## src/spq_pkg.sv

```systemverilog
`timescale 1ns / 1ps
// ----------------------------------------------------------------------------
// Sorted priority queue package
// Sizes shared by the queue and its stream ports.
// ----------------------------------------------------------------------------
package spq_pkg;

   localparam int DEPTH = 16;
   localparam int VALUE_W = 32;
   localparam int CNT_W = $clog2(DEPTH + 1);
   localparam int IDX_W = $clog2(DEPTH);
   localparam int COUNT_OUT_W = 5;

   localparam int REQ_BITS = 1 + VALUE_W;
   localparam int REQ_DATA_W = ((REQ_BITS + 7) / 8) * 8;
   localparam int RSP_BITS = 1 + VALUE_W + 1 + COUNT_OUT_W;
   localparam int RSP_DATA_W = ((RSP_BITS + 7) / 8) * 8;

   localparam logic CMD_INSERT = 1'b0;
   localparam logic CMD_REMOVE = 1'b1;

   typedef logic [REQ_DATA_W-1:0] req_data_type;
   typedef logic [RSP_DATA_W-1:0] rsp_data_type;

endpackage

```

## src/sorted_priority_queue.sv

```systemverilog
`timescale 1ns / 1ps
// ----------------------------------------------------------------------------
// Sorted priority queue
// Keeps up to DEPTH signed values in descending order in a memory with one read
// and one write port, walking it one entry a cycle to insert or remove a value.
// ----------------------------------------------------------------------------
// An insert walks the entry memory from the tail towards the head, and a remove
// walks it from the head, at one read and one write per cycle; DEPTH is 16.
// Throughput: one transaction at a time; the next is accepted once the result
// has been loaded into the output register. Reset empties the queue at once.
module sorted_priority_queue (
   input  logic                  clock,
   input  logic                  reset,
   input  logic                  req_tvalid,
   output logic                  req_tready,
   // [0] command, [32:1] item_value, [39:33] zero
   input  spq_pkg::req_data_type req_tdata,
   output logic                  rsp_tvalid,
   input  logic                  rsp_tready,
   // [0] done_ok, [32:1] head_value, [33] head_valid, [38:34] entry_count,
   // [39] zero
   output spq_pkg::rsp_data_type rsp_tdata
);
   import spq_pkg::*;

   localparam logic [2:0] ST_IDLE     = 3'd0;
   localparam logic [2:0] ST_INS      = 3'd1;
   localparam logic [2:0] ST_INS_LAST = 3'd2;
   localparam logic [2:0] ST_REM      = 3'd3;
   localparam logic [2:0] ST_DONE     = 3'd4;

   logic [VALUE_W-1:0] entry_mem [DEPTH];
   logic [VALUE_W-1:0] rdata_ff;

   logic [2:0]         state_ff, state_in;
   logic [CNT_W-1:0]   count_ff, count_in;
   logic [CNT_W-1:0]   idx_ff, idx_in;
   logic               found_ff, found_in;
   logic               ok_ff, ok_in;
   logic [VALUE_W-1:0] value_ff, value_in;
   logic [VALUE_W-1:0] head_ff;
   logic               rsp_valid_ff, rsp_valid_in;
   rsp_data_type       rsp_data_ff, rsp_data_in;

   logic               mem_we;
   logic [IDX_W-1:0]   mem_waddr;
   logic [VALUE_W-1:0] mem_wdata;
   logic [IDX_W-1:0]   mem_raddr;
   logic               req_fire;
   logic               found_now;
   logic [CNT_W-1:0]   addr_wide;

   assign req_tready = (state_ff == ST_IDLE);
   assign req_fire = req_tvalid && req_tready;
   assign rsp_tvalid = rsp_valid_ff;
   assign rsp_tdata = rsp_data_ff;
   assign found_now = found_ff || (rdata_ff == value_ff);

   always_comb begin
      state_in = state_ff;
      count_in = count_ff;
      idx_in = idx_ff;
      found_in = found_ff;
      ok_in = ok_ff;
      value_in = value_ff;
      rsp_valid_in = rsp_valid_ff;
      rsp_data_in = rsp_data_ff;
      mem_we = 1'b0;
      mem_waddr = '0;
      mem_wdata = value_ff;
      addr_wide = '0;

      if (rsp_valid_ff && rsp_tready) begin
         rsp_valid_in = 1'b0;
      end

      case (state_ff)
         ST_IDLE: begin
            if (req_fire) begin
               value_in = req_tdata[VALUE_W:1];
               found_in = 1'b0;
               if (req_tdata[0] == CMD_INSERT) begin
                  if (count_ff >= CNT_W'(DEPTH)) begin
                     ok_in = 1'b0;
                     state_in = ST_DONE;
                  end else if (count_ff == '0) begin
                     mem_we = 1'b1;
                     mem_waddr = '0;
                     mem_wdata = req_tdata[VALUE_W:1];
                     count_in = count_ff + 1'b1;
                     ok_in = 1'b1;
                     state_in = ST_DONE;
                  end else begin
                     addr_wide = count_ff - 1'b1;
                     idx_in = count_ff;
                     state_in = ST_INS;
                  end
               end else begin
                  idx_in = '0;
                  if (count_ff == '0) begin
                     ok_in = 1'b0;
                     state_in = ST_DONE;
                  end else begin
                     state_in = ST_REM;
                  end
               end
            end
         end
         ST_INS: begin
            mem_we = 1'b1;
            mem_waddr = idx_ff[IDX_W-1:0];
            addr_wide = idx_ff - CNT_W'(2);
            if ($signed(rdata_ff) < $signed(value_ff)) begin
               mem_wdata = rdata_ff;
               idx_in = idx_ff - 1'b1;
               if (idx_ff == CNT_W'(1)) begin
                  state_in = ST_INS_LAST;
               end
            end else begin
               mem_wdata = value_ff;
               count_in = count_ff + 1'b1;
               ok_in = 1'b1;
               state_in = ST_DONE;
            end
         end
         ST_INS_LAST: begin
            mem_we = 1'b1;
            mem_waddr = '0;
            mem_wdata = value_ff;
            count_in = count_ff + 1'b1;
            ok_in = 1'b1;
            state_in = ST_DONE;
         end
         ST_REM: begin
            addr_wide = idx_ff + 1'b1;
            mem_we = found_ff;
            mem_waddr = IDX_W'(idx_ff - 1'b1);
            mem_wdata = rdata_ff;
            found_in = found_now;
            if (idx_ff == count_ff - 1'b1) begin
               count_in = count_ff - CNT_W'(found_now);
               ok_in = found_now;
               state_in = ST_DONE;
            end else begin
               idx_in = idx_ff + 1'b1;
            end
         end
         ST_DONE: begin
            if (!rsp_valid_ff || rsp_tready) begin
               rsp_valid_in = 1'b1;
               rsp_data_in = '0;
               rsp_data_in[0] = ok_ff;
               rsp_data_in[VALUE_W:1] = (count_ff != '0) ? head_ff : '0;
               rsp_data_in[VALUE_W+1] = (count_ff != '0);
               rsp_data_in[VALUE_W+2 +: COUNT_OUT_W] = COUNT_OUT_W'(count_ff);
               state_in = ST_IDLE;
            end
         end
         default: begin
            state_in = ST_IDLE;
         end
      endcase

      mem_raddr = addr_wide[IDX_W-1:0];
   end

   always_ff @(posedge clock) begin
      if (mem_we) begin
         entry_mem[mem_waddr] <= mem_wdata;
      end
      rdata_ff <= entry_mem[mem_raddr];
   end

   always_ff @(posedge clock) begin
      if (reset) begin
         state_ff <= ST_IDLE;
         count_ff <= '0;
         rsp_valid_ff <= 1'b0;
      end else begin
         state_ff <= state_in;
         count_ff <= count_in;
         rsp_valid_ff <= rsp_valid_in;
      end
   end

   always_ff @(posedge clock) begin
      idx_ff <= idx_in;
      found_ff <= found_in;
      ok_ff <= ok_in;
      value_ff <= value_in;
      rsp_data_ff <= rsp_data_in;
      if (mem_we && mem_waddr == '0) begin
         head_ff <= mem_wdata;
      end
   end

`ifndef NO_ASSERTIONS
   a_count_range: assert property (@(posedge clock) disable iff (reset)
      count_ff <= CNT_W'(DEPTH))
      else $error("entry count exceeds the queue depth");

   a_insert_not_full: assert property (@(posedge clock) disable iff (reset)
      (state_ff == ST_INS || state_ff == ST_INS_LAST) |-> count_ff < CNT_W'(DEPTH))
      else $error("insert walk started on a full queue");

   a_remove_index: assert property (@(posedge clock) disable iff (reset)
      state_ff == ST_REM |-> idx_ff < count_ff)
      else $error("remove walk ran past the stored entries");

   a_done_loads: assert property (@(posedge clock) disable iff (reset)
      (state_ff == ST_DONE && (!rsp_valid_ff || rsp_tready)) |=> rsp_valid_ff)
      else $error("finished transaction did not reach the output register");
`endif

endmodule
```

## config.mk

```make
export PLATFORM = sky130hd
export DESIGN_NAME = sorted_priority_queue
export DESIGN_NICKNAME = d
export VERILOG_FILES = /design/src/spq_pkg.sv /design/src/sorted_priority_queue.sv
export SDC_FILE = /design/constraint.sdc
export NUM_CORES = 1
export LEC_CHECK = 0
export ABC_CLOCK_PERIOD_IN_PS = 4800
export BUFFER_PORTS_ARGS = -buffer_cell sky130_fd_sc_hd__buf_2
export CAP_MARGIN = 20
export CORE_AREA = 2 2 213 215
export CTS_CLUSTER_DIAMETER = 50
export DETAILED_ROUTE_END_ITERATION = 8
export DIE_AREA = 0 0 215 217
export GPL_ROUTABILITY_DRIVEN = 0
export PLACE_DENSITY = 0.81
export SYNTH_ARGS = -nofsm -noshare
export SYNTH_HDL_FRONTEND = slang
export SYNTH_SLANG_ARGS = --single-unit
```

## constraint.sdc

```tcl
create_clock -name clock -period 4.8 [get_ports clock]
set_input_delay 0.24 -clock clock [delete_from_list [all_inputs] [get_ports clock]]
set_output_delay 0.24 -clock clock [all_outputs]
set_load 0.01 [all_outputs]
```

==> results of run 1 <==
## registers in the layout, indices dropped and copies added, names as in the netlist, 3 cells and up
name / count
idx_ff: 5
value_ff: 32
count_ff: 5
rsp_tdata: 39
state_ff: 3
head_ff: 10
entry_mem: 502
rdata_ff: 32
## layer usage
layer	wire [um]	vias up	share of wire, %
li1	-	7501	-
met1	23500	8385	37
met2	31300	973	49
met3	5890	196	9.3
met4	2850	0	4.5
met5	0	-	0
## worst min-delay path: stages
cell and delay (ns):
buf_2 0.15, nor2_1 0.16, nor4_1 0.07
## cell families after synthesis
family | synth area share, %
adders and majority gates | 2.17
DFF | 70.5
and+or+nand+nor | 9.77
buffers and inverters | 3.03
xor gates and xnor gates | 0.599
other | 0.0143
AOI/OAI and AO/OA | 13.7
muxes | 0.276
## layout by cell type, fill, tap and decap left out, types with 17 or more instances in the layout
cell type,n
and2_0,45
buf_2,77
buf_12,26
a211oi_1,164
edfxtp_1,590
a31oi_1,66
dlygate4sd3_1,34
a21oi_1,91
inv_1,43
a221o_1,31
ha_1,44
nor2_1,23
buf_4,26
a311oi_1,65
dfxtp_1,40
and2_1,119
nand2_1,286
a22o_1,32
clkbuf_1,17
clkbuf_16,59
## worst max path at each step
stage | from | to | cells after the start
after floorplan | count_ff[0]$_SDFFE_PP0P_ | entry_mem[8][0]$_DFFE_PP_ | 10
after global placement | value_ff[10]$_DFFE_PP_ | entry_mem[5][9]$_DFFE_PP_ | 11
after detailed placement | value_ff[10]$_DFFE_PP_ | entry_mem[13][5]$_DFFE_PP_ | 11
after CTS | value_ff[10]$_DFFE_PP_ | entry_mem[5][5]$_DFFE_PP_ | 11
after global routing | value_ff[10]$_DFFE_PP_ | entry_mem[4][5]$_DFFE_PP_ | 11
final | value_ff[10]$_DFFE_PP_ | entry_mem[5][9]$_DFFE_PP_ | 11
## Yosys cell counts (3+ instances only)
cell,n
nor2_1,39
o211ai_1,3
and2_1,119
nor3_1,4
xor2_1,10
o21ai_0,18
clkbuf_1,80
nand4_1,9
buf_6,7
a31oi_1,66
a22o_1,32
and2_0,45
a21oi_1,92
nand2b_1,3
nor4_1,4
xnor2_1,8
a221o_1,31
mux2i_1,5
a211oi_1,164
nand2_1,286
edfxtp_1,590
a311oi_1,65
nand3_1,7
ha_1,44
inv_1,43
buf_1,5
a21o_1,11
buf_2,42
dfxtp_1,41
## area by class of cell
class | count | area share, %
Clock buffer | 77 | 5.19
Clock inverter | 33 | 1.09
Inverter | 46 | 0.586
Multi-Input combinational cell | 1101 | 23.8
Sequential cell | 631 | 62.0
Tap cell | 600 | 2.51
Timing Repair Buffer | 163 | 4.82
## metrics by stage
step / cell area (um2) / instances / hold WS (ns)
global placement: 27700 / 2506 / 0.419
finish: 29900 / 2651 / 0.0742
floorplan: 26300 / 1914 / 0.339
global route: 29900 / 2651 / 0.106
CTS: 29900 / 2650 / 0.0480
detailed placement: 27700 / 2506 / 0.423
## where the power goes
group	internal [mW]	total (mW)	switching [mW]
logic	2.38	7.00	4.62
clock network	2.60	4.56	1.96
registers	7.93	8.36	0.429
total	12.9	19.9	7.01
==> flow_metrics.env, run 1 <==
export IMPL_postCtsResizedCells=0
export IMPL_maxSlewViolCount=0
export IMPL_final_setup_skew_ns=0.0221
export IMPL_antenna_found_initial=0
export IMPL_path_clk_slew_ns=0.06
export IMPL_synth_cell_types=61
export IMPL_dpl_hpwl_um=34400
export IMPL_reg2regPathDepth=11
export IMPL_grt_max_degree=85
export IMPL_yosysWarnings=0
export IMPL_vias=17100
export IMPL_nNetsFinal=2091
export IMPL_drc=0
export IMPL_total_leakage_power_nw=10.0
export IMPL_drt_first_pass_iters=6
export IMPL_cap_violations=0
export IMPL_r2r_slack_ns=0.65
export IMPL_register_area_um2=18500
export IMPL_required_ns=5.13
export IMPL_synth_area_um2=26300
export IMPL_synth_top_area_share_pct=67.4
export IMPL_top_level_ports=86
export IMPL_coreArea_um2=44700
export IMPL_crit_fanout=23
export IMPL_routed_via_density=6.43
export IMPL_relSlewSlack_pct=37.2
export IMPL_max_freq_mhz=241
export IMPL_fin_ws_ns=0.651
export IMPL_hold_end="state_ff[2]$_SDFFE_PP0P_"
export IMPL_critPathMostFrequentCell="a21oi_1"
export IMPL_grt_pass1_wl_um=96600
export IMPL_globalRouteMet2Util_pct=45.7
export IMPL_cp_arrival_ns=4.47
export IMPL_crit_buf_inv=2
export IMPL_cp_top_family="compound AO/OA/AOI/OAI gates"
export IMPL_wl_per_cell_um=24.0
export IMPL_multi_input_area_um2=7130
export IMPL_max_stage_delay_ns=0.78
export IMPL_drive_gt1_share_pct=12.1
export IMPL_worst_slew_pin_slew_ns=0.942
export IMPL_grt_busiest_layer="met2"
export IMPL_hold_buffers=34
export IMPL_ys_ff_latch=631
export IMPL_use_met3_pct=4.39
export IMPL_die_area_um2=46700
export IMPL_seq_area_frac_synth_pct=70.5
export IMPL_root_buffer="clkbuf_16"
export IMPL_tns_ns=0
export IMPL_clock_latency_ns=0.60
export IMPL_crit_path_start_kind="flop"
export IMPL_diodes=0
export IMPL_timing_hold_violations_final=0
export IMPL_use_met1_pct=35.2
export IMPL_cts_tree="yes"
export IMPL_areaGrowthSynthToFinish_pct=13.7
export IMPL_die_h_um=217
export IMPL_syn_nets=2003
export IMPL_power_density_nw_per_um2=666
export IMPL_fp_dieW_um=215
export IMPL_cts_sinks=631
export IMPL_critical_path_cell_chain="inv_1 > ha_1 > a21o_1 > a21oi_1 > a21oi_1 > o41ai_1 > and3b_1 > xor2_1 > a31o_2 > buf_12 > a221o_1"
export IMPL_finalSetupViolations=0
export IMPL_status="finished, final reports clean"
export IMPL_r2r_start="value_ff[10]$_DFFE_PP_"
export IMPL_hold_path_startpoint="req_tvalid"
export IMPL_cts_max_level=2
export IMPL_rsz0062_at_grt="no"
export IMPL_max_clock_path_buffers=3
export IMPL_criticalPathCategory="flop to flop"
export IMPL_synthCells=1914
export IMPL_gr_total_overflow=0
export IMPL_hold_class="input port to flop"
export IMPL_period_share_pct=86.4
export IMPL_grt_pass1_vias=16700
export IMPL_post_cts_setup_buffers=0
export IMPL_period_minus_slack_ns=4.15
export IMPL_utilization_pct=66.9
export IMPL_pre_cts_ws_ns=0.762
export IMPL_num_fill_cells=2913
export IMPL_synth_async_sr_flop_share_pct=0
export IMPL_hold_depth=3
export IMPL_grt_use_total_pct=27.2
export IMPL_rows=78
export IMPL_finalPower_mw=19.9
export IMPL_yosysTopAreaCell="edfxtp_1"
export IMPL_numPortBuffers=77
export IMPL_initial_core_util_pct=58.8
export IMPL_totalWireLength_um=63600
export IMPL_peakVddDrop_mv=0.566
export IMPL_numCtsBuffers=59
export IMPL_reg2reg_to="entry_mem[5][9]$_DFFE_PP_"
export IMPL_slowest_stage="o41ai_1"
export IMPL_synth_ff_type="edfxtp_1"
export IMPL_ant_nets=0
export IMPL_synthTopCellsByArea="edfxtp_1 67%, a211oi_1 4.7%, nand2_1 4.1%"
export IMPL_drt_iter0_drc=2063
export IMPL_synth_avg_cell_area_um2=13.7
export IMPL_synth_edf_count=590
export IMPL_crit_path_end_kind="flop"
No activity file was read; power rests on OpenSTA's default activity.
==> run 2: changes to the inputs <==
--- a/config.mk
+++ b/config.mk
@@ -5,7 +5,7 @@
 export SDC_FILE = /design/constraint.sdc
 export NUM_CORES = 1
 export LEC_CHECK = 0
-export ABC_CLOCK_PERIOD_IN_PS = 4800
+export ABC_CLOCK_PERIOD_IN_PS = 4400
 export BUFFER_PORTS_ARGS = -buffer_cell sky130_fd_sc_hd__buf_2
 export CAP_MARGIN = 20
 export CORE_AREA = 2 2 213 215
==> constraint.sdc (replaced) <==
create_clock -name clock -period 4.4 [get_ports clock]
set_input_delay 0.22 -clock clock [delete_from_list [all_inputs] [get_ports clock]]
set_output_delay 0.22 -clock clock [all_outputs]
set_load 0.01 [all_outputs]
==> run 2 against run 1 <==
Against the previous run: sequential power up 8.7%; clock skew up 0.00072 ns; power up 9.7%; register-to-register slack worse by 0.13 ns; final area down 0.16%; sequential share of layout area up 0.099 points; via count about the same; routed wire length up 0.68%; setup slack worse by 0.13 ns; hold slack worse by 0.029 ns; critical path type unchanged; non-clock buffer count down 2; sequential cell count unchanged.
==> flow_metrics.env, run 2 (synthesis gave the netlist of run 1 again) <==
export IMPL_drt_iter0_drc=1857
export IMPL_diodes=0
export IMPL_total_leakage_power_nw=10.0
export IMPL_crit_path_start_kind="flop"
export IMPL_required_ns=4.71
export IMPL_finalSetupViolations=0
export IMPL_grt_use_total_pct=27.3
export IMPL_power_density_nw_per_um2=731
export IMPL_vias=17100
export IMPL_pre_cts_ws_ns=0.648
export IMPL_clock_latency_ns=0.59
export IMPL_initial_core_util_pct=58.8
export IMPL_hold_class="input port to flop"
export IMPL_wl_per_cell_um=24.2
export IMPL_nNetsFinal=2086
export IMPL_antenna_found_initial=0
export IMPL_coreArea_um2=44700
export IMPL_final_setup_skew_ns=0.0228
export IMPL_post_cts_setup_buffers=0
export IMPL_cts_sinks=631
export IMPL_fin_ws_ns=0.523
export IMPL_timing_hold_violations_final=0
export IMPL_largest_reg_flops=502
export IMPL_maxSlewViolCount=0
export IMPL_grt_max_degree=155
export IMPL_rows=78
export IMPL_criticalPathCategory="flop to flop"
export IMPL_multi_input_area_um2=7130
export IMPL_tns_ns=0
export IMPL_top_register="entry_mem"
export IMPL_grt_pass1_vias=16800
export IMPL_crit_fanout=16
export IMPL_drt_first_pass_iters=6
export IMPL_root_buffer="clkbuf_16"
export IMPL_totalWireLength_um=64000
export IMPL_numCtsBuffers=56
export IMPL_path_clk_slew_ns=0.06
export IMPL_num_fill_cells=2864
export IMPL_register_area_um2=18500
export IMPL_peakVddDrop_mv=0.482
export IMPL_max_clock_path_buffers=3
export IMPL_crit_path_end_kind="flop"
export IMPL_top_level_ports=86
export IMPL_numPortBuffers=77
export IMPL_cts_max_level=2
export IMPL_max_freq_mhz=258
export IMPL_gr_total_overflow=0
export IMPL_areaGrowthSynthToFinish_pct=13.6
export IMPL_die_h_um=217
export IMPL_utilization_pct=66.8
export IMPL_cp_arrival_ns=4.18
export IMPL_worst_slew_pin_slew_ns=0.864
export IMPL_drive_gt1_share_pct=12.1
export IMPL_dpl_hpwl_um=33700
export IMPL_status="finished, final reports clean"
export IMPL_layout_commonest_cell="edfxtp_1"
export IMPL_routed_via_density=6.46
export IMPL_drc=0
export IMPL_relSlewSlack_pct=42.3
export IMPL_grt_pass1_wl_um=96900
export IMPL_rsz0062_at_grt="no"
export IMPL_cts_tree="yes"
export IMPL_cap_violations=0
export IMPL_period_share_pct=88.1
export IMPL_period_minus_slack_ns=3.88
export IMPL_most_common_layout_cells="590 x edfxtp_1, 286 x nand2_1, 164 x a211oi_1"
export IMPL_die_area_um2=46700
export IMPL_fp_dieW_um=215
export IMPL_ant_nets=0
## run 2: path summary, 6_finish.rpt
path	slack [ns]	from	depth (start not counted)	endpoint
min reg2reg	0.43	ok_ff$_DFFE_PP_	0	rsp_tdata[0]$_DFFE_PP_
max	0.52	value_ff[10]$_DFFE_PP_	12	entry_mem[4][0]$_DFFE_PP_
min	0.04	req_tvalid	3	state_ff[2]$_SDFFE_PP0P_
max reg2reg	0.52	value_ff[10]$_DFFE_PP_	12	entry_mem[4][0]$_DFFE_PP_
## run 2: stage by stage
step           instance area (um2)  hold WS (ns)  power, mW  std cells
3_5_place_dp                 27600         0.417       16.5       2504
6_report                     29900        0.0449       21.8       2643
3_3_place_gp                 27600         0.403       16.2       2504
5_1_grt                      29900        0.0552       22.8       2643
4_1_cts                      29800        0.0228       21.7       2642
2_1_floorplan                26300         0.319       14.2       1914
## run 2: per-layer routing
| layer | track usage, % | vias to the layer above | part of all wire [%] |
|---|---|---|---|
| li1 | - | 7472 | - |
| met1 | 35.4 | 8462 | 37 |
| met2 | 45.8 | 955 | 49 |
| met3 | 3.82 | 183 | 8.9 |
| met4 | 13.2 | 0 | 4.8 |
| met5 | 0 | - | 0 |
## run 2: what timing repair did
action,4_1_cts,5_1_grt
gates resized for setup,0,0
hold endpoints to repair,40,0
hold buffers,34,0
## run 2: layout make-up
type                       instances  share of cell area [%]
sequential                       631                    62.1
multi-input combinational       1101                    23.9
clock buffer                      79                    5.35
timing repair buffer             161                    4.48
tap                              600                    2.51
clock inverter                    25                    1.12
inverter                          46                   0.587
## run 2: worst max-delay path: stages (launching register included)
cell and delay [ns]:
edfxtp_1 0.42, inv_1 0.08, ha_1 0.25, a21o_1 0.19, a21oi_1 0.16, a21oi_1 0.12
o41ai_1 0.38, buf_4 0.19, and3b_1 0.23, xor2_1 0.23, a31o_2 0.44, buf_4 0.35
a221o_1 0.54
## run 2: power breakdown
part | total, mW | internal [mW] | switching [mW]
clock | 5.11 | 3.00 | 2.11
sequential | 9.09 | 8.65 | 0.438
combinational | 7.65 | 2.52 | 5.13
total | 21.8 | 14.2 | 7.68
==> run 3: changes to the inputs <==
--- a/config.mk
+++ b/config.mk
@@ -5,7 +5,7 @@
 export SDC_FILE = /design/constraint.sdc
 export NUM_CORES = 1
 export LEC_CHECK = 0
-export ABC_CLOCK_PERIOD_IN_PS = 4400
+export ABC_CLOCK_PERIOD_IN_PS = 4900
 export BUFFER_PORTS_ARGS = -buffer_cell sky130_fd_sc_hd__buf_2
 export CAP_MARGIN = 20
 export CORE_AREA = 2 2 213 215
==> constraint.sdc (replaced) <==
create_clock -name clock -period 4.9 [get_ports clock]
set_input_delay 0.245 -clock clock [delete_from_list [all_inputs] [get_ports clock]]
set_output_delay 0.245 -clock clock [all_outputs]
set_load 0.01 [all_outputs]
==> run 3 against run 2 <==
Against the previous run: clock skew is essentially flat; combinational power down 10%; count of clock-buffer cells in the layout is 7 lower; clock power fell by 11%; routed wire length decreased by 0.71%; sequential share of layout area grew 0.14 points; register-to-register slack better by 0.31 ns.
==> flow_metrics.env, run 3 (synthesis gave the netlist of run 1 again) <==
export IMPL_max_freq_mhz=246
export IMPL_maxSlewViolCount=0
export IMPL_routed_via_density=6.42
export IMPL_root_buffer="clkbuf_16"
export IMPL_status="finished, final reports clean"
export IMPL_r2r_start="value_ff[10]$_DFFE_PP_"
export IMPL_total_leakage_power_nw=10.0
export IMPL_peakVddDrop_mv=0.556
export IMPL_postCtsResizedCells=0
export IMPL_nNetsFinal=2080
export IMPL_wl_per_cell_um=24.1
export IMPL_pre_cts_ws_ns=0.938
export IMPL_grt_max_degree=146
export IMPL_totalWireLength_um=63600
export IMPL_cp_startpoint="value_ff[10]$_DFFE_PP_"
export IMPL_placed_area_um2=27500
export IMPL_numPortBuffers=77
export IMPL_drt_iter0_drc=2156
export IMPL_grt_pass1_wl_um=96200
export IMPL_fin_area_um2=29800
export IMPL_hold_path_startpoint="req_tvalid"
export IMPL_dpl_hpwl_um=33100
export IMPL_relSlewSlack_pct=28.7
export IMPL_coreArea_um2=44700
export IMPL_grt_pass1_vias=16400
export IMPL_crit_fanout=25
export IMPL_post_cts_setup_buffers=0
export IMPL_finalSetupViolations=0
export IMPL_hold_class="input port to flop"
export IMPL_die_h_um=217
export IMPL_drive_gt1_share_pct=11.8
export IMPL_ant_nets=0
export IMPL_top_register="entry_mem"
export IMPL_fp_dieW_um=215
export IMPL_layout_commonest_cell="edfxtp_1"
export IMPL_finalPower_mw=19.6
export IMPL_cts_max_level=2
export IMPL_largest_reg_flops=502
export IMPL_cp_arrival_ns=4.40
export IMPL_clock_latency_ns=0.61
export IMPL_hold_buffers=34
export IMPL_gr_total_overflow=0
export IMPL_rsz0062_at_grt="no"
export IMPL_crit_path_end_kind="flop"
export IMPL_fin_ws_ns=0.829
export IMPL_grt_use_total_pct=27.0
export IMPL_drc=0
export IMPL_vias=17000
export IMPL_numCtsBuffers=57
export IMPL_areaGrowthSynthToFinish_pct=13.3
export IMPL_initial_core_util_pct=58.8
export IMPL_power_density_nw_per_um2=657
export IMPL_utilization_pct=66.7
export IMPL_die_area_um2=46700
export IMPL_max_clock_path_buffers=3
export IMPL_worst_slew_pin_slew_ns=1.07
export IMPL_cts_tree="yes"
export IMPL_final_setup_skew_ns=0.0227
export IMPL_timing_hold_violations_final=0
export IMPL_path_clk_slew_ns=0.06
export IMPL_drt_first_pass_iters=6
export IMPL_required_ns=5.23
export IMPL_top_level_ports=86
export IMPL_tns_ns=0
export IMPL_cts_sinks=631
export IMPL_cap_violations=0
export IMPL_antenna_found_initial=0
export IMPL_rows=78
export IMPL_period_minus_slack_ns=4.07
export IMPL_criticalPathCategory="flop to flop"
export IMPL_most_common_layout_cells="590 x edfxtp_1, 286 x nand2_1, 164 x a211oi_1"
export IMPL_crit_path_start_kind="flop"
export IMPL_period_share_pct=83.1
run 3: path summary, 6_finish.rpt:
check                                                  end  slack [ns]  depth (start not counted)
worst max-delay path            entry_mem[9][10]$_DFFE_PP_        0.83                         11
worst max register to register  entry_mem[9][10]$_DFFE_PP_        0.83                         11
worst min-delay path              state_ff[2]$_SDFFE_PP0P_        0.09                          3
worst min register to register      rsp_tdata[0]$_DFFE_PP_        0.42                          0
run 3: area by class of cell:
cell class | count | area [um2]
antenna | 1 | 2.50
clock buffer | 72 | 1560
fill | 2909 | 14900
timing repair buffer | 154 | 1280
sequential | 631 | 18500
tap | 600 | 751
multi-input combinational | 1101 | 7130
clock inverter | 35 | 367
inverter | 46 | 175
run 3: metrics by stage:
step | hold slack, ns | cells
2_1_floorplan | 0.344 | 1914
3_3_place_gp | 0.413 | 2496
3_5_place_dp | 0.408 | 2496
4_1_cts | 0.0720 | 2637
5_1_grt | 0.112 | 2639
6_report | 0.0930 | 2640
run 3: power breakdown:
| group | total [mW] | leakage (nW) | switching, mW | internal (mW) |
|---|---|---|---|---|
| sequential | 8.16 | 5.70 | 0.390 | 7.77 |
| combinational | 6.87 | 3.36 | 4.59 | 2.28 |
| clock | 4.56 | 0.943 | 1.94 | 2.62 |
run 3: critical path: stages (launching register included):
cell      delay (ns)
edfxtp_1        0.41
inv_1           0.08
ha_1            0.25
a21o_1          0.17
a21oi_1         0.14
a21oi_1         0.12
o41ai_1         0.69
and3b_1         0.48
xor2_1          0.16
o21ai_2         0.42
buf_12          0.26
a221o_1         0.57
run 3: layer usage:
| metal | track usage (%) | wire (um) | up-vias | share of wire (%) |
|---|---|---|---|---|
| met4 | 10.9 | 2640 | 0 | 4.2 |
| li1 | - | - | 7481 | - |
| met1 | 35.3 | 23700 | 8304 | 37 |
| met2 | 45.5 | 31300 | 986 | 49 |
| met5 | 0 | 0 | - | 0 |
| met3 | 4.54 | 5970 | 181 | 9.4 |
